<file path="src/hw/rtl/bptm_pkg.sv">
// bptm_pkg: shared widths, gauge breakpoint tables and control structs
// for the battery percent trimmed-mean block; no dependencies
`timescale 1ns / 1ps
`default_nettype none

package bptm_pkg;

  localparam int DEF_WINDOW      = 10;
  localparam int DEF_SAMPLE_BITS = 12;
  localparam int ADC_W           = 12;
  localparam int PCT_W           = 7;
  localparam int PT_W            = 12;
  localparam int SEG_W           = 4;
  localparam int OFF_W           = 9;
  localparam int OFF10_W         = 13;
  localparam int POINT_COUNT     = 11;
  localparam int SEG_COUNT       = POINT_COUNT - 1;
  localparam int STEP_COUNT      = 9;

  localparam logic [PCT_W-1:0] PCT_FULL  = 7'd100;
  localparam logic [PCT_W-1:0] PCT_EMPTY = 7'd0;
  localparam logic [PCT_W-1:0] PCT_STEP  = 7'd10;

  typedef struct packed {
    logic rd_vld;
    logic rd_last;
  } ring_stat_t;

  typedef struct packed {
    logic mul_en;
    logic seg_en;
  } gauge_ctl_t;

  // breakpoint voltage for each table index
  function automatic logic [PT_W-1:0] gauge_point(input logic [SEG_W-1:0] idx);
    logic [PT_W-1:0] pt;
    case (idx)
      4'd0:    pt = 12'd2000;
      4'd1:    pt = 12'd2265;
      4'd2:    pt = 12'd2300;
      4'd3:    pt = 12'd2320;
      4'd4:    pt = 12'd2330;
      4'd5:    pt = 12'd2350;
      4'd6:    pt = 12'd2383;
      4'd7:    pt = 12'd2415;
      4'd8:    pt = 12'd2455;
      4'd9:    pt = 12'd2505;
      4'd10:   pt = 12'd2591;
      default: pt = 12'd2591;
    endcase
    return pt;
  endfunction

  // segment span times step k: offset*10 at or above this gives a quotient of at least k
  function automatic logic [PT_W-1:0] gauge_thresh(input logic [SEG_W-1:0] seg,
                                                   input logic [SEG_W-1:0] k);
    logic [PT_W-1:0] span;
    logic [PT_W-1:0] prod;
    span = gauge_point(seg + 4'd1) - gauge_point(seg);
    prod = PT_W'(span * PT_W'(k));
    return prod;
  endfunction

endpackage

`default_nettype wire

</file>
<file path="src/hw/rtl/bptm_ring.sv">
// bptm_ring: sample ring memory with per-entry valid bits and a read sweep
// depends on bptm_pkg
`timescale 1ns / 1ps
`default_nettype none

module bptm_ring #(
  parameter int WINDOW      = bptm_pkg::DEF_WINDOW,
  parameter int SAMPLE_BITS = bptm_pkg::DEF_SAMPLE_BITS
) (
  input  wire logic                   clk,
  input  wire logic                   rst_n,
  input  wire logic                   wr_en,
  input  wire logic [SAMPLE_BITS-1:0] wr_data,
  output logic      [SAMPLE_BITS-1:0] rd_data,
  output bptm_pkg::ring_stat_t        stat
);
  import bptm_pkg::*;

  localparam int AW = (WINDOW > 1) ? $clog2(WINDOW) : 1;
  localparam logic [AW-1:0] LAST = AW'(WINDOW - 1);

  logic [SAMPLE_BITS-1:0] mem_r [WINDOW];
  logic [WINDOW-1:0]      valid_r;
  logic [AW-1:0]          slot_r;
  logic [AW-1:0]          addr_r;
  logic                   busy_r;
  logic                   dv_r;
  logic                   last_r;
  logic [SAMPLE_BITS-1:0] q_r;
  logic                   qv_r;

  always_ff @(posedge clk) begin
    if (!rst_n) begin
      slot_r  <= '0;
      valid_r <= '0;
      addr_r  <= '0;
      busy_r  <= 1'b0;
      dv_r    <= 1'b0;
      last_r  <= 1'b0;
    end else begin
      dv_r   <= busy_r;
      last_r <= busy_r && (addr_r == LAST);
      if (wr_en) begin
        valid_r[slot_r] <= 1'b1;
        slot_r          <= (slot_r == LAST) ? '0 : slot_r + 1'b1;
        busy_r          <= 1'b1;
        addr_r          <= '0;
      end else if (busy_r) begin
        addr_r <= addr_r + 1'b1;
        if (addr_r == LAST) begin
          busy_r <= 1'b0;
        end
      end
    end
  end

  // single write port, one registered read port
  always_ff @(posedge clk) begin
    if (wr_en) begin
      mem_r[slot_r] <= wr_data;
    end
    if (busy_r) begin
      q_r  <= mem_r[addr_r];
      qv_r <= valid_r[addr_r];
    end
  end

  // never-written entries read as the reset value of zero
  assign rd_data      = qv_r ? q_r : '0;
  assign stat.rd_vld  = dv_r;
  assign stat.rd_last = last_r;

endmodule

`default_nettype wire

</file>
<file path="src/hw/rtl/bptm_accum.sv">
// bptm_accum: running sum, minimum and maximum over the ring sweep,
// then the trimmed sum; depends on bptm_pkg
`timescale 1ns / 1ps
`default_nettype none

module bptm_accum #(
  parameter int WINDOW      = bptm_pkg::DEF_WINDOW,
  parameter int SAMPLE_BITS = bptm_pkg::DEF_SAMPLE_BITS,
  parameter int SUM_W       = SAMPLE_BITS + $clog2(WINDOW)
) (
  input  wire logic                   clk,
  input  wire logic                   clr,
  input  wire logic                   trim_en,
  input  wire bptm_pkg::ring_stat_t   stat,
  input  wire logic [SAMPLE_BITS-1:0] data,
  output logic      [SUM_W-1:0]       trim
);
  import bptm_pkg::*;

  logic [SUM_W-1:0]       sum_r;
  logic [SAMPLE_BITS-1:0] lo_r;
  logic [SAMPLE_BITS-1:0] hi_r;
  logic [SUM_W-1:0]       trim_r;

  always_ff @(posedge clk) begin
    if (clr) begin
      sum_r <= '0;
      lo_r  <= '1;
      hi_r  <= '0;
    end else if (stat.rd_vld) begin
      sum_r <= sum_r + SUM_W'(data);
      if (data < lo_r) begin
        lo_r <= data;
      end
      if (data > hi_r) begin
        hi_r <= data;
      end
    end
    if (trim_en) begin
      trim_r <= sum_r - SUM_W'(lo_r) - SUM_W'(hi_r);
    end
  end

  assign trim = trim_r;

endmodule

`default_nettype wire

</file>
<file path="src/hw/rtl/bptm_gauge.sv">
// bptm_gauge: divide the trimmed sum by window-2 via reciprocal multiply,
// then map the mean through the piecewise-linear table; depends on bptm_pkg
`timescale 1ns / 1ps
`default_nettype none

module bptm_gauge #(
  parameter int WINDOW      = bptm_pkg::DEF_WINDOW,
  parameter int SAMPLE_BITS = bptm_pkg::DEF_SAMPLE_BITS,
  parameter int SUM_W       = SAMPLE_BITS + $clog2(WINDOW)
) (
  input  wire logic                        clk,
  input  wire bptm_pkg::gauge_ctl_t        ctl,
  input  wire logic [SUM_W-1:0]            trim,
  output logic      [bptm_pkg::PCT_W-1:0]  pct
);
  import bptm_pkg::*;

  localparam int DIV    = WINDOW - 2;
  localparam int SHIFT  = SUM_W + $clog2(DIV);
  localparam int M_W    = SUM_W + 1;
  localparam int PROD_W = SUM_W + M_W;
  // ceil(2^SHIFT / DIV): exact floor quotient for every SUM_W-bit dividend
  localparam logic [M_W-1:0] RECIP =
    M_W'(((64'd1 << SHIFT) + 64'(DIV) - 64'd1) / 64'(DIV));

  logic [PROD_W-1:0]      prod_r;
  logic [SAMPLE_BITS-1:0] mean;
  logic                   full_c;
  logic                   zero_c;
  logic [SEG_W-1:0]       seg_c;
  logic [SAMPLE_BITS-1:0] diff_c;
  logic                   full_r;
  logic                   zero_r;
  logic [SEG_W-1:0]       seg_r;
  logic [OFF_W-1:0]       off_r;
  logic [OFF10_W-1:0]     off10;
  logic [SEG_W-1:0]       q_c;

  always_ff @(posedge clk) begin
    if (ctl.mul_en) begin
      prod_r <= PROD_W'(trim) * PROD_W'(RECIP);
    end
  end

  assign mean = prod_r[SHIFT +: SAMPLE_BITS];

  // segment pick: count of inner breakpoints at or below the mean
  always_comb begin
    full_c = mean >= SAMPLE_BITS'(gauge_point(SEG_W'(SEG_COUNT)));
    zero_c = mean <= SAMPLE_BITS'(gauge_point('0));
    seg_c  = '0;
    for (int i = 1; i < SEG_COUNT; i++) begin
      if (mean >= SAMPLE_BITS'(gauge_point(SEG_W'(i)))) begin
        seg_c = seg_c + 1'b1;
      end
    end
    diff_c = mean - SAMPLE_BITS'(gauge_point(seg_c));
  end

  always_ff @(posedge clk) begin
    if (ctl.seg_en) begin
      full_r <= full_c;
      zero_r <= zero_c;
      seg_r  <= seg_c;
      off_r  <= diff_c[OFF_W-1:0];
    end
  end

  // offset*10 / span as a count of span multiples reached
  assign off10 = OFF10_W'({off_r, 3'b000}) + OFF10_W'({off_r, 1'b0});

  always_comb begin
    q_c = '0;
    for (int k = 1; k <= STEP_COUNT; k++) begin
      if (off10 >= OFF10_W'(gauge_thresh(seg_r, SEG_W'(k)))) begin
        q_c = q_c + 1'b1;
      end
    end
    if (full_r) begin
      pct = PCT_FULL;
    end else if (zero_r) begin
      pct = PCT_EMPTY;
    end else begin
      pct = PCT_W'(PCT_W'(seg_r) * PCT_STEP) + PCT_W'(q_c);
    end
  end

endmodule

`default_nettype wire

</file>
<file path="src/hw/rtl/battery_percent_trimmed_mean.sv">
// battery_percent_trimmed_mean: top level, sequencer and result register
// depends on bptm_pkg, bptm_ring, bptm_accum, bptm_gauge
//
//   channel  ports                              word
//   in       in_valid in_ready in_adc_sample    one 12-bit adc sample
//   out      out_valid out_ready                one charge percent, 0..100
//            out_charge_percent
//
// each word runs from accept through the one-entry-per-cycle read sweep of the
// ring memory followed by trim, multiply, segment and output steps before the
// next accept can be taken. reset is synchronous and clears all ring valid
// bits at once, so no clearing pass is needed. a stalled output holds the
// sequencer in its last step; in_ready is high only while idle.
`timescale 1ns / 1ps
`default_nettype none

module battery_percent_trimmed_mean #(
  parameter int WINDOW      = bptm_pkg::DEF_WINDOW,
  parameter int SAMPLE_BITS = bptm_pkg::DEF_SAMPLE_BITS
) (
  input  wire logic                        clk,
  input  wire logic                        rst_n,
  input  wire logic                        in_valid,
  output logic                             in_ready,
  input  wire logic [bptm_pkg::ADC_W-1:0]  in_adc_sample,
  output logic                             out_valid,
  input  wire logic                        out_ready,
  output logic      [bptm_pkg::PCT_W-1:0]  out_charge_percent
);
  import bptm_pkg::*;

  localparam int SUM_W = SAMPLE_BITS + $clog2(WINDOW);

  typedef enum logic [5:0] {
    S_IDLE = 6'b000001,
    S_SCAN = 6'b000010,
    S_TRIM = 6'b000100,
    S_MUL  = 6'b001000,
    S_SEG  = 6'b010000,
    S_DONE = 6'b100000
  } state_t;

  state_t                 state_r;
  state_t                 state_nxt;
  logic                   accept;
  logic                   load;
  logic [SAMPLE_BITS-1:0] wr_data;
  logic [SAMPLE_BITS-1:0] rd_data;
  ring_stat_t             stat;
  logic [SUM_W-1:0]       trim;
  gauge_ctl_t             gctl;
  logic [PCT_W-1:0]       pct;
  logic                   out_valid_r;
  logic [PCT_W-1:0]       out_pct_r;

  assign in_ready = (state_r == S_IDLE);
  assign accept   = in_valid && in_ready;
  assign load     = (state_r == S_DONE) && (!out_valid_r || out_ready);
  assign wr_data  = SAMPLE_BITS'(in_adc_sample);

  assign gctl.mul_en = (state_r == S_MUL);
  assign gctl.seg_en = (state_r == S_SEG);

  always_comb begin
    state_nxt = state_r;
    unique case (state_r)
      S_IDLE: begin
        if (accept) begin
          state_nxt = S_SCAN;
        end
      end
      S_SCAN: begin
        if (stat.rd_vld && stat.rd_last) begin
          state_nxt = S_TRIM;
        end
      end
      S_TRIM: state_nxt = S_MUL;
      S_MUL:  state_nxt = S_SEG;
      S_SEG:  state_nxt = S_DONE;
      S_DONE: begin
        if (load) begin
          state_nxt = S_IDLE;
        end
      end
      default: state_nxt = S_IDLE;
    endcase
  end

  always_ff @(posedge clk) begin
    if (!rst_n) begin
      state_r     <= S_IDLE;
      out_valid_r <= 1'b0;
    end else begin
      state_r <= state_nxt;
      if (load) begin
        out_valid_r <= 1'b1;
      end else if (out_ready) begin
        out_valid_r <= 1'b0;
      end
    end
  end

  always_ff @(posedge clk) begin
    if (load) begin
      out_pct_r <= pct;
    end
  end

  assign out_valid          = out_valid_r;
  assign out_charge_percent = out_pct_r;

  bptm_ring #(
    .WINDOW      (WINDOW),
    .SAMPLE_BITS (SAMPLE_BITS)
  ) u_ring (
    .clk     (clk),
    .rst_n   (rst_n),
    .wr_en   (accept),
    .wr_data (wr_data),
    .rd_data (rd_data),
    .stat    (stat)
  );

  bptm_accum #(
    .WINDOW      (WINDOW),
    .SAMPLE_BITS (SAMPLE_BITS),
    .SUM_W       (SUM_W)
  ) u_accum (
    .clk     (clk),
    .clr     (accept),
    .trim_en (state_r == S_TRIM),
    .stat    (stat),
    .data    (rd_data),
    .trim    (trim)
  );

  bptm_gauge #(
    .WINDOW      (WINDOW),
    .SAMPLE_BITS (SAMPLE_BITS),
    .SUM_W       (SUM_W)
  ) u_gauge (
    .clk  (clk),
    .ctl  (gctl),
    .trim (trim),
    .pct  (pct)
  );

endmodule

`default_nettype wire
</file>
<file path="config.mk">
export PLATFORM = sky130hd
export DESIGN_NAME = battery_percent_trimmed_mean
export DESIGN_NICKNAME = d
export VERILOG_FILES = /design/src/hw/rtl/bptm_pkg.sv /design/src/hw/rtl/bptm_ring.sv /design/src/hw/rtl/bptm_accum.sv /design/src/hw/rtl/bptm_gauge.sv /design/src/hw/rtl/battery_percent_trimmed_mean.sv
export SDC_FILE = /design/constraint.sdc
export NUM_CORES = 1
export LEC_CHECK = 0
export BUFFER_PORTS_ARGS = -buffer_cell sky130_fd_sc_hd__buf_2
export CORE_MARGIN = 2
export CORE_UTILIZATION = 45
export DETAILED_ROUTE_END_ITERATION = 10
export PLACE_DENSITY_LB_ADDON = 0.05
export SETUP_SLACK_MARGIN = 0.05
export SLEW_MARGIN = 10
export SYNTH_ARGS = -nofsm -noshare
export SYNTH_HDL_FRONTEND = slang
export SYNTH_SLANG_ARGS = --single-unit
</file>
<file path="constraint.sdc">
create_clock -name clk -period 13.8 [get_ports clk]
set_clock_uncertainty 0.1 [all_clocks]
set_input_delay 0.69 -clock clk [delete_from_list [all_inputs] [get_ports clk]]
set_output_delay 0.69 -clock clk [all_outputs]
set_load 0.01 [all_outputs]
</file>
==> results.json, run 1 <==
{
  "run_status": "completed",
  "synthDistinctLibCells": 86,
  "hp-class": "flip-flop to flip-flop",
  "p_seq_share_pct": 42.3,
  "dr_total_vias": 13100,
  "worst_ir_drop_vdd_mv": 0.105,
  "netsw_mw": 0.613,
  "fin_tns_setup_ns": 0,
  "synth.ff_latch_count": 258,
  "p_leak_nw": 8.56,
  "grt_antenna_before_repair": 1,
  "drtPass1Iterations": 8,
  "cp_slowest_cell": "sky130_fd_sc_hd__edfxtp_1",
  "synth.most_common_cell": "sky130_fd_sc_hd__ha_1",
  "timing.final.setup_violations": 0,
  "yosys_warnings": 0,
  "worst_ep_arrival_time_ns": 12.08,
  "slew-limit-headroom_pct": 35.5,
  "required_ns": 14.00,
  "synth_edf_count": 179,
  "io_pins": 25,
  "cts_root_buf": "sky130_fd_sc_hd__clkbuf_16",
  "cp_common_cell": "sky130_fd_sc_hd__ha_1",
  "synth_top_area_share_pct": 28.7,
  "cts-htree-levels": 1,
  "finish.net_count": 2113,
  "totalWireLength_mm": 41.7,
  "die_h_um": 208,
  "count_of_input_and_output_buffers": 24,
  "areaGrowthSynthToFinish_pct": 9.77,
  "gr-total-overflow": 0,
  "netlist.top_cell.by_area": "sky130_fd_sc_hd__edfxtp_1",
  "drt_drc_violations_left": 0,
  "cts_hold_repair_buffers": 0,
  "syn-cell-area_um2": 18700,
  "synthCells": 1797,
  "grt_setup_unrepaired": "no",
  "place_inst": 2325,
  "n_antenna_cell": 0,
  "post-route-period-util_pct": 86.1,
  "report.power.total_mw": 2.22,
  "chipWidth_um": 208,
  "post_synth.cell_area_avg_um2": 10.4,
  "max_freq_mhz": 84.2,
  "average_wire_per_standard_cell_um": 17.5,
  "drv_cap": 0,
  "seq_area_frac_synth_pct": 37.1,
  "combinational_group_share_of_total_power_pct": 21.8,
  "design.die.area_um2": 43300,
  "ys_top_cells_by_count": "sky130_fd_sc_hd__ha_1 (246), sky130_fd_sc_hd__edfxtp_1 (179), sky130_fd_sc_hd__inv_1 (149), sky130_fd_sc_hd__nor2_1 (121), sky130_fd_sc_hd__a21oi_1 (113)",
  "worst-path-max-fanout": 14,
  "cp-start-kind": "flip-flop",
  "cts.clk_slew.worst_paths_ns": 0.06,
  "ant_nets": 0,
  "maxSlewViolCount": 0,
  "post_cts_buffers": 0,
  "clock_path_buffers": 3,
  "post_drt_via_cell_ratio": 5.52,
  "largest_net_degree_at_the_start_of_global_routing": 55,
  "post_synth_main_area_contributors": "sky130_fd_sc_hd__edfxtp_1 (29%), sky130_fd_sc_hd__ha_1 (16%), sky130_fd_sc_hd__dfxtp_1 (8.4%)",
  "clock_power_share_pct": 35.9,
  "first_global_vias": 12900,
  "postSynth.asyncResetShare_pct": 0,
  "layout.cells.non_filler": 2379,
  "cts_repair_resize_count": 0,
  "synth_flop_type": "sky130_fd_sc_hd__edfxtp_1",
  "end_kind": "flip-flop",
  "finalCriticalPeriod_ns": 11.88,
  "detailedRoute.firstIterationViolations": 537,
  "placeableCoreArea_um2": 40900,
  "tritoncts_clock_tree": "yes",
  "category_of_the_most_critical_setup_path": "flip-flop to flip-flop",
  "slew_at_the_pin_closest_to_its_max_slew_limit_ns": 0.966,
  "cts_inserted_buffers": 29,
  "clk_latency_ns": 0.57,
  "p_per_area_nw_per_um2": 108,
  "grt_util_all_layers_pct": 19.4,
  "hpwlAfterDp_mm": 30.5,
  "layout-drive-gt1-share_pct": 8.77,
  "p_sw_share_pct": 27.6,
  "finalHoldViolations": 0,
  "initial_utilization_pct": 45.8,
  "gp_routability_congestion": 0.845,
  "row_count": 74,
  "tritoncts_num_sinks": 258,
  "holdWs_ns": 0.315,
  "grt_pass1_wl_mm": 68.7,
  "slowest_delay_ns": 0.64,
  "postSynthNetCount": 2086,
  "intPower_mw": 1.61
}
-- state kept, by name, indices dropped and copies added, names as in the netlist, 4 cells and up, named ones only --
signal	flops
u_gauge.off_r	9
u_ring.valid_r	10
u_gauge.prod_r	12
u_accum.sum_r	15
u_ring.q_r	12
u_gauge.seg_r	4
u_ring.slot_r	4
u_ring.mem_r	120
state_r	6
u_ring.addr_r	4
u_accum.hi_r	12
u_accum.trim	12
u_accum.lo_r	12
out_charge_percent	7
-- cell type report --
cell class              count  area [µm²]
fillers                  3730       20400
multi-input cells        1332       11100
flip-flops and latches    258        6960
inverters                 154         581
clock buffers              39         813
repair buffers             49         308
well taps                 532         666
clock inverters            15         188
-- final timing paths --
check	from	to	slack, ns	cells after the start
worst max register to register	u_gauge.seg_r[2]	out_charge_percent[6]	1.92	47
worst min register to register	u_accum.trim[8]	u_gauge.prod_r[24]	0.32	0
worst min-delay path	u_accum.trim[8]	u_gauge.prod_r[24]	0.32	0
worst max-delay path	u_gauge.seg_r[2]	out_charge_percent[6]	1.92	47
-- metrics by stage --
| stage | area (µm²) | utilization, % | setup slack, ns |
|---|---|---|---|
| 6_report | 20600 | 50.3 | 1.92 |
| 5_1_grt | 20600 | 50.3 | 0.856 |
| 4_1_cts | 20600 | 50.3 | 1.91 |
| 3_5_place_dp | 19600 | 47.8 | 1.97 |
| 3_3_place_gp | 19600 | 47.8 | 2.30 |
| 2_1_floorplan | 18700 | - | 3.30 |
-- power by group through the flow --
stage	sequential, mW	clock, mW	combinational, mW
final	0.939	0.798	0.484
after CTS	0.940	0.819	0.496
after global placement	0.954	0	0.488
after floorplan	0.942	0	0.378
after global routing	0.946	0.850	0.558
after detailed placement	0.956	0	0.493
-- routing by layer --
| metal | global-route usage, % | up-vias | part of all wire, % |
|---|---|---|---|
| li1 | - | 6632 | - |
| met1 | 25.3 | 6266 | 46 |
| met2 | 34.4 | 178 | 49 |
| met3 | 1.86 | 53 | 2.6 |
| met4 | 5.33 | 2 | 2.4 |
| met5 | 0 | - | 0.031 |
-- critical path, delay by kind of cell, from the launching register on --
family                     cells  cell delay, ns
buffers and inverters          2            0.44
and+or+nand+nor               10            1.99
adders and majority gates      9            2.82
DFF                            1            0.64
AOI/OAI and AO/OA             20            3.89
xor gates and xnor gates       6            1.74
-- kinds of logic (layout without fill, tap and decap cells) --
group	count (synthesis)	after routing	share of synthesized area, %
fa+ha+maj	275	275	19.4
compound gates	433	433	15.3
buf+inv	207	257	4.24
simple gates	419	419	11.3
mux	78	78	5.92
xor+xnor	127	127	6.66
flops	258	258	37.1
-- placed cells by master (no fill, tap or decap), drive strengths merged, types with 33 or more instances in the layout --
cell / instances
o21ai: 79
nor2b: 33
mux2i: 50
clkbuf: 39
nor2: 122
a21o: 58
nand2: 77
edfxtp: 179
buf: 49
inv: 154
ha: 246
xor2: 43
a21oi: 115
xnor2: 77
dfxtp: 79
Power figures use the tool's default switching activity.
==> run 2, diff against run 1 <==
--- a/config.mk
+++ b/config.mk
@@ -9,9 +9,9 @@
 export CORE_MARGIN = 2
 export CORE_UTILIZATION = 45
 export DETAILED_ROUTE_END_ITERATION = 10
-export PLACE_DENSITY_LB_ADDON = 0.05
+export GPL_ROUTABILITY_DRIVEN = 0
+export PLACE_DENSITY_LB_ADDON = 0.1
 export SETUP_SLACK_MARGIN = 0.05
-export SLEW_MARGIN = 10
 export SYNTH_ARGS = -nofsm -noshare
 export SYNTH_HDL_FRONTEND = slang
 export SYNTH_SLANG_ARGS = --single-unit
==> results.json, run 2 (synthesis gave the netlist of run 1 again) <==
{
  "run_status": "completed",
  "worstRegToRegCells": 49,
  "cts_hold_repair_buffers": 0,
  "worst-path-max-fanout": 14,
  "design.die.area_um2": 43300,
  "totalWireLength_mm": 40.8,
  "hold_path_depth": 1,
  "slew-limit-headroom_pct": 19.5,
  "largest_net_degree_at_the_start_of_global_routing": 56,
  "worst_ir_drop_vdd_mv": 0.110,
  "fin_tns_setup_ns": 0,
  "cts_root_buf": "sky130_fd_sc_hd__clkbuf_16",
  "initial_utilization_pct": 45.8,
  "layout.cells.most_common": "sky130_fd_sc_hd__ha_1",
  "layout-drive-gt1-share_pct": 8.40,
  "largest_register_ff_count": 120,
  "average_wire_per_standard_cell_um": 17.2,
  "die_h_um": 208,
  "post_cts_buffers": 0,
  "row_count": 74,
  "grt_antenna_before_repair": 1,
  "detailedRoute.firstIterationViolations": 574,
  "placeableCoreArea_um2": 40900,
  "cp_common_cell": "sky130_fd_sc_hd__ha_1",
  "tritoncts_clock_tree": "yes",
  "clock_path_buffers": 3,
  "post-route-period-util_pct": 86.2,
  "tritoncts_num_sinks": 258,
  "cts.clk_slew.worst_paths_ns": 0.06,
  "first_global_vias": 13100,
  "slew_at_the_pin_closest_to_its_max_slew_limit_ns": 1.21,
  "max_freq_mhz": 84.0,
  "dr_total_vias": 13100,
  "p_leak_nw": 8.47,
  "io_pins": 25,
  "drv_cap": 0,
  "cts_repair_resize_count": 0,
  "count_of_input_and_output_buffers": 24,
  "worstHoldEndpoint": "u_ring.mem_r[0][5]",
  "timing.hold.worst.start": "in_adc_sample[5]",
  "chipWidth_um": 208,
  "hp-class": "primary input to flip-flop",
  "cp-start-kind": "flip-flop",
  "worst_ep_arrival_time_ns": 12.11,
  "place_inst": 2323,
  "reg_with_most_ffs": "u_ring.mem_r",
  "cts-htree-levels": 1,
  "startpoint": "u_gauge.seg_r[2]",
  "maxSlewViolCount": 0,
  "finalCriticalPeriod_ns": 11.90,
  "p_per_area_nw_per_um2": 105,
  "slowest_delay_ns": 0.71,
  "finalHoldViolations": 0,
  "drtPass1Iterations": 6,
  "layout.cells.most_common_list": "sky130_fd_sc_hd__ha_1 (246), sky130_fd_sc_hd__edfxtp_1 (179), sky130_fd_sc_hd__inv_1 (149)",
  "cp_slowest_cell": "sky130_fd_sc_hd__xor2_1",
  "grt_util_all_layers_pct": 18.9,
  "reg2reg_setup_slack_ns": 1.90,
  "biggest_registers_after_layout": "u_ring.mem_r (120), u_accum.sum_r (15)",
  "r2r_end": "out_charge_percent[6]",
  "grt_pass1_wl_mm": 66.7,
  "reg2reg_from": "u_gauge.seg_r[2]",
  "cts_inserted_buffers": 29,
  "grt_setup_unrepaired": "no",
  "postLayoutCoreUtil_pct": 50.0,
  "timing.final.setup_violations": 0,
  "areaGrowthSynthToFinish_pct": 9.21,
  "gr-total-overflow": 0,
  "clk_latency_ns": 0.57,
  "ant_nets": 0,
  "hpwlAfterDp_mm": 30.2,
  "finish.net_count": 2111,
  "drt_drc_violations_left": 0,
  "category_of_the_most_critical_setup_path": "flip-flop to flip-flop",
  "post_drt_via_cell_ratio": 5.51,
  "layout.cells.non_filler": 2378,
  "required_ns": 14.01,
  "end_kind": "flip-flop"
}
run 2: stage by stage:
stage | hold WS [ns] | area (µm²) | worst slack (ns) | power, mW
after detailed placement | 0.305 | 19600 | 1.94 | 1.47
after CTS | 0.295 | 20500 | 1.88 | 2.19
final | 0.315 | 20500 | 1.90 | 2.16
after global placement | 0.304 | 19600 | 2.12 | 1.45
after global routing | 0.324 | 20500 | 0.749 | 2.29
after floorplan | 0.300 | 18700 | 3.30 | 1.32
run 2: worst max-delay path, delay by kind of cell (launching register included):
kind	cells	cell delay, ns
simple gates	13	2.38
compound gates	17	2.94
buf+inv	3	0.52
fa+ha+maj	11	3.24
flops	1	0.67
xor+xnor	5	1.80
run 2: worst max path at each step:
stage                            endpoint  slack (ns)  depth (start not counted)
floorplan           out_charge_percent[6]        3.30                         51
global placement    out_charge_percent[6]        2.12                         49
detailed placement  out_charge_percent[6]        1.94                         49
CTS                 out_charge_percent[6]        1.88                         49
global route        out_charge_percent[6]        0.75                         51
finish              out_charge_percent[6]        1.90                         49
run 2: cell type report:
| cell class | count | area [µm²] |
|---|---|---|
| clock inverter | 15 | 123 |
| timing repair buffer | 47 | 293 |
| sequential | 258 | 6960 |
| fill | 3752 | 20500 |
| tap | 532 | 666 |
| antenna | 1 | 2.50 |
| clock buffer | 39 | 773 |
| multi-input combinational | 1332 | 11100 |
| inverter | 154 | 581 |
run 2: report_power, final:
part	switching [mW]	internal [mW]	leakage [nW]	total, mW
clock	0.306	0.413	0.427	0.719
sequential	0.0331	0.906	2.27	0.939
combinational	0.283	0.214	5.78	0.497
total	0.622	1.53	8.47	2.16
run 2: per-layer routing:
metal / track usage, % / wire length, µm
met5: 0 / 0
met4: 6.43 / 1340
met3: 2.13 / 1130
met2: 35.9 / 21100
met1: 21.7 / 17200
==> run 3, diff against run 2 <==
==> constraint.sdc (replaced) <==
create_clock -name clk -period 13.2 [get_ports clk]
set_clock_uncertainty 0.1 [all_clocks]
set_input_delay 0.66 -clock clk [delete_from_list [all_inputs] [get_ports clk]]
set_output_delay 0.66 -clock clk [all_outputs]
set_load 0.01 [all_outputs]
==> results.json, run 3 (synthesis gave the netlist of run 1 again) <==
{
  "run_status": "completed",
  "hp-class": "primary input to flip-flop",
  "worstRegToRegCells": 47,
  "slew-limit-headroom_pct": 22.7,
  "finish.net_count": 2111,
  "cp_common_cell": "sky130_fd_sc_hd__ha_1",
  "cts_inserted_buffers": 28,
  "ant_nets": 0,
  "worstHoldEndpoint": "u_ring.mem_r[8][7]",
  "startpoint": "u_gauge.seg_r[2]",
  "average_wire_per_standard_cell_um": 17.0,
  "first_global_vias": 13000,
  "cts_repair_resize_count": 0,
  "place_inst": 2324,
  "row_count": 74,
  "worst_ep_arrival_time_ns": 12.01,
  "finalCriticalPeriod_ns": 11.81,
  "finalHoldViolations": 0,
  "slowest_delay_ns": 0.65,
  "tritoncts_clock_tree": "yes",
  "p_leak_nw": 8.49,
  "hold_path_depth": 1,
  "n_antenna_cell": 0,
  "cts.clk_slew.worst_paths_ns": 0.06,
  "grt_util_all_layers_pct": 18.7,
  "drv_cap": 0,
  "dpl_cell_area_um2": 19600,
  "grt_pass1_wl_mm": 66.3,
  "register_area_um2": 6960,
  "cts_hold_repair_buffers": 0,
  "layout.cells.most_common_list": "sky130_fd_sc_hd__ha_1 (246), sky130_fd_sc_hd__edfxtp_1 (179), sky130_fd_sc_hd__inv_1 (149)",
  "dr_total_vias": 13000,
  "largest_net_degree_at_the_start_of_global_routing": 56,
  "slew_at_the_pin_closest_to_its_max_slew_limit_ns": 1.16,
  "post-route-period-util_pct": 89.5,
  "end_kind": "flip-flop",
  "post_cts_buffers": 0,
  "biggest_registers_after_layout": "u_ring.mem_r (120), u_accum.sum_r (15)",
  "required_ns": 13.40,
  "detailedRoute.firstIterationViolations": 665,
  "post_drt_via_cell_ratio": 5.48,
  "worst_ir_drop_vdd_mv": 0.114,
  "drt_drc_violations_left": 0,
  "postLayoutCellArea_um2": 20500,
  "chipWidth_um": 208,
  "cp-start-kind": "flip-flop",
  "maxSlewViolCount": 0,
  "max_freq_mhz": 84.7,
  "clock_path_buffers": 3,
  "hpwlAfterDp_mm": 30.0,
  "fin_tns_setup_ns": 0,
  "worst-path-max-fanout": 14,
  "layout.cells.non_filler": 2375,
  "design.die.area_um2": 43300,
  "io_pins": 25,
  "report.power.total_mw": 2.29,
  "category_of_the_most_critical_setup_path": "flip-flop to flip-flop",
  "cts-htree-levels": 1,
  "largest_register_ff_count": 120,
  "p_per_area_nw_per_um2": 112,
  "timing.final.setup_violations": 0,
  "layout-drive-gt1-share_pct": 8.90,
  "timing.hold.worst.start": "in_adc_sample[7]",
  "postLayoutCoreUtil_pct": 50.1,
  "totalWireLength_mm": 40.3,
  "n_fill_cell": 3746,
  "layout.cells.most_common": "sky130_fd_sc_hd__ha_1",
  "drtPass1Iterations": 6,
  "clk_latency_ns": 0.56,
  "initial_utilization_pct": 45.8,
  "reg_with_most_ffs": "u_ring.mem_r",
  "cp_slowest_cell": "sky130_fd_sc_hd__edfxtp_1",
  "reg2reg_setup_slack_ns": 1.39,
  "r2r_end": "out_charge_percent[6]",
  "placeableCoreArea_um2": 40900,
  "gr-total-overflow": 0,
  "count_of_input_and_output_buffers": 24,
  "multiInputGateArea_um2": 11100,
  "reg2reg_from": "u_gauge.seg_r[2]",
  "areaGrowthSynthToFinish_pct": 9.40,
  "grt_antenna_before_repair": 1,
  "cts_root_buf": "sky130_fd_sc_hd__clkbuf_16",
  "grt_setup_unrepaired": "no",
  "die_h_um": 208,
  "tritoncts_num_sinks": 258
}
## run 3: worst max path at each step
stage                                 end  slack (ns)  cells after the start
floorplan           out_charge_percent[6]        2.70                     51
global placement    out_charge_percent[6]        1.74                     51
detailed placement  out_charge_percent[6]        1.45                     47
CTS                 out_charge_percent[6]        1.40                     47
global route        out_charge_percent[6]        0.37                     47
finish              out_charge_percent[6]        1.39                     47
## run 3: routing by layer
metal  vias to the layer above  part of all wire (%)  track usage, %
met5                         -                     0               0
met2                       146                    52            35.9
met4                         0                   2.4            4.99
met1                      6204                    43            22.0
met3                        50                   2.2            1.77
li1                       6620                     -               -
## run 3: area by class of cell
class	instances	area share (%)
inverter	154	2.83
multi-input combinational	1332	54.0
clock buffer	29	3.44
sequential	258	33.9
clock inverter	22	1.08
timing repair buffer	48	1.47
tap	532	3.25
## run 3: critical path: cells and delay by family (launching register included)
family,cells,cell delay (ns)
AO/OA/AOI/OAI,20,3.83
AND/OR/NAND/NOR,10,1.97
adder cells (fa/ha/maj),9,2.75
buffers and inverters,2,0.43
XOR/XNOR,6,1.80
flip-flops,1,0.65
## run 3: metrics by stage
stage | worst slack (ns) | hold WS [ns]
2_1_floorplan | 2.70 | 0.300
3_3_place_gp | 1.74 | 0.303
3_5_place_dp | 1.45 | 0.306
4_1_cts | 1.40 | 0.270
5_1_grt | 0.369 | 0.290
6_report | 1.39 | 0.301
## run 3: where the power goes
| part | total (mW) | internal [mW] | switching [mW] |
|---|---|---|---|
| Sequential | 0.982 | 0.947 | 0.0349 |
| Clock | 0.784 | 0.451 | 0.333 |
| Combinational | 0.522 | 0.224 | 0.298 |
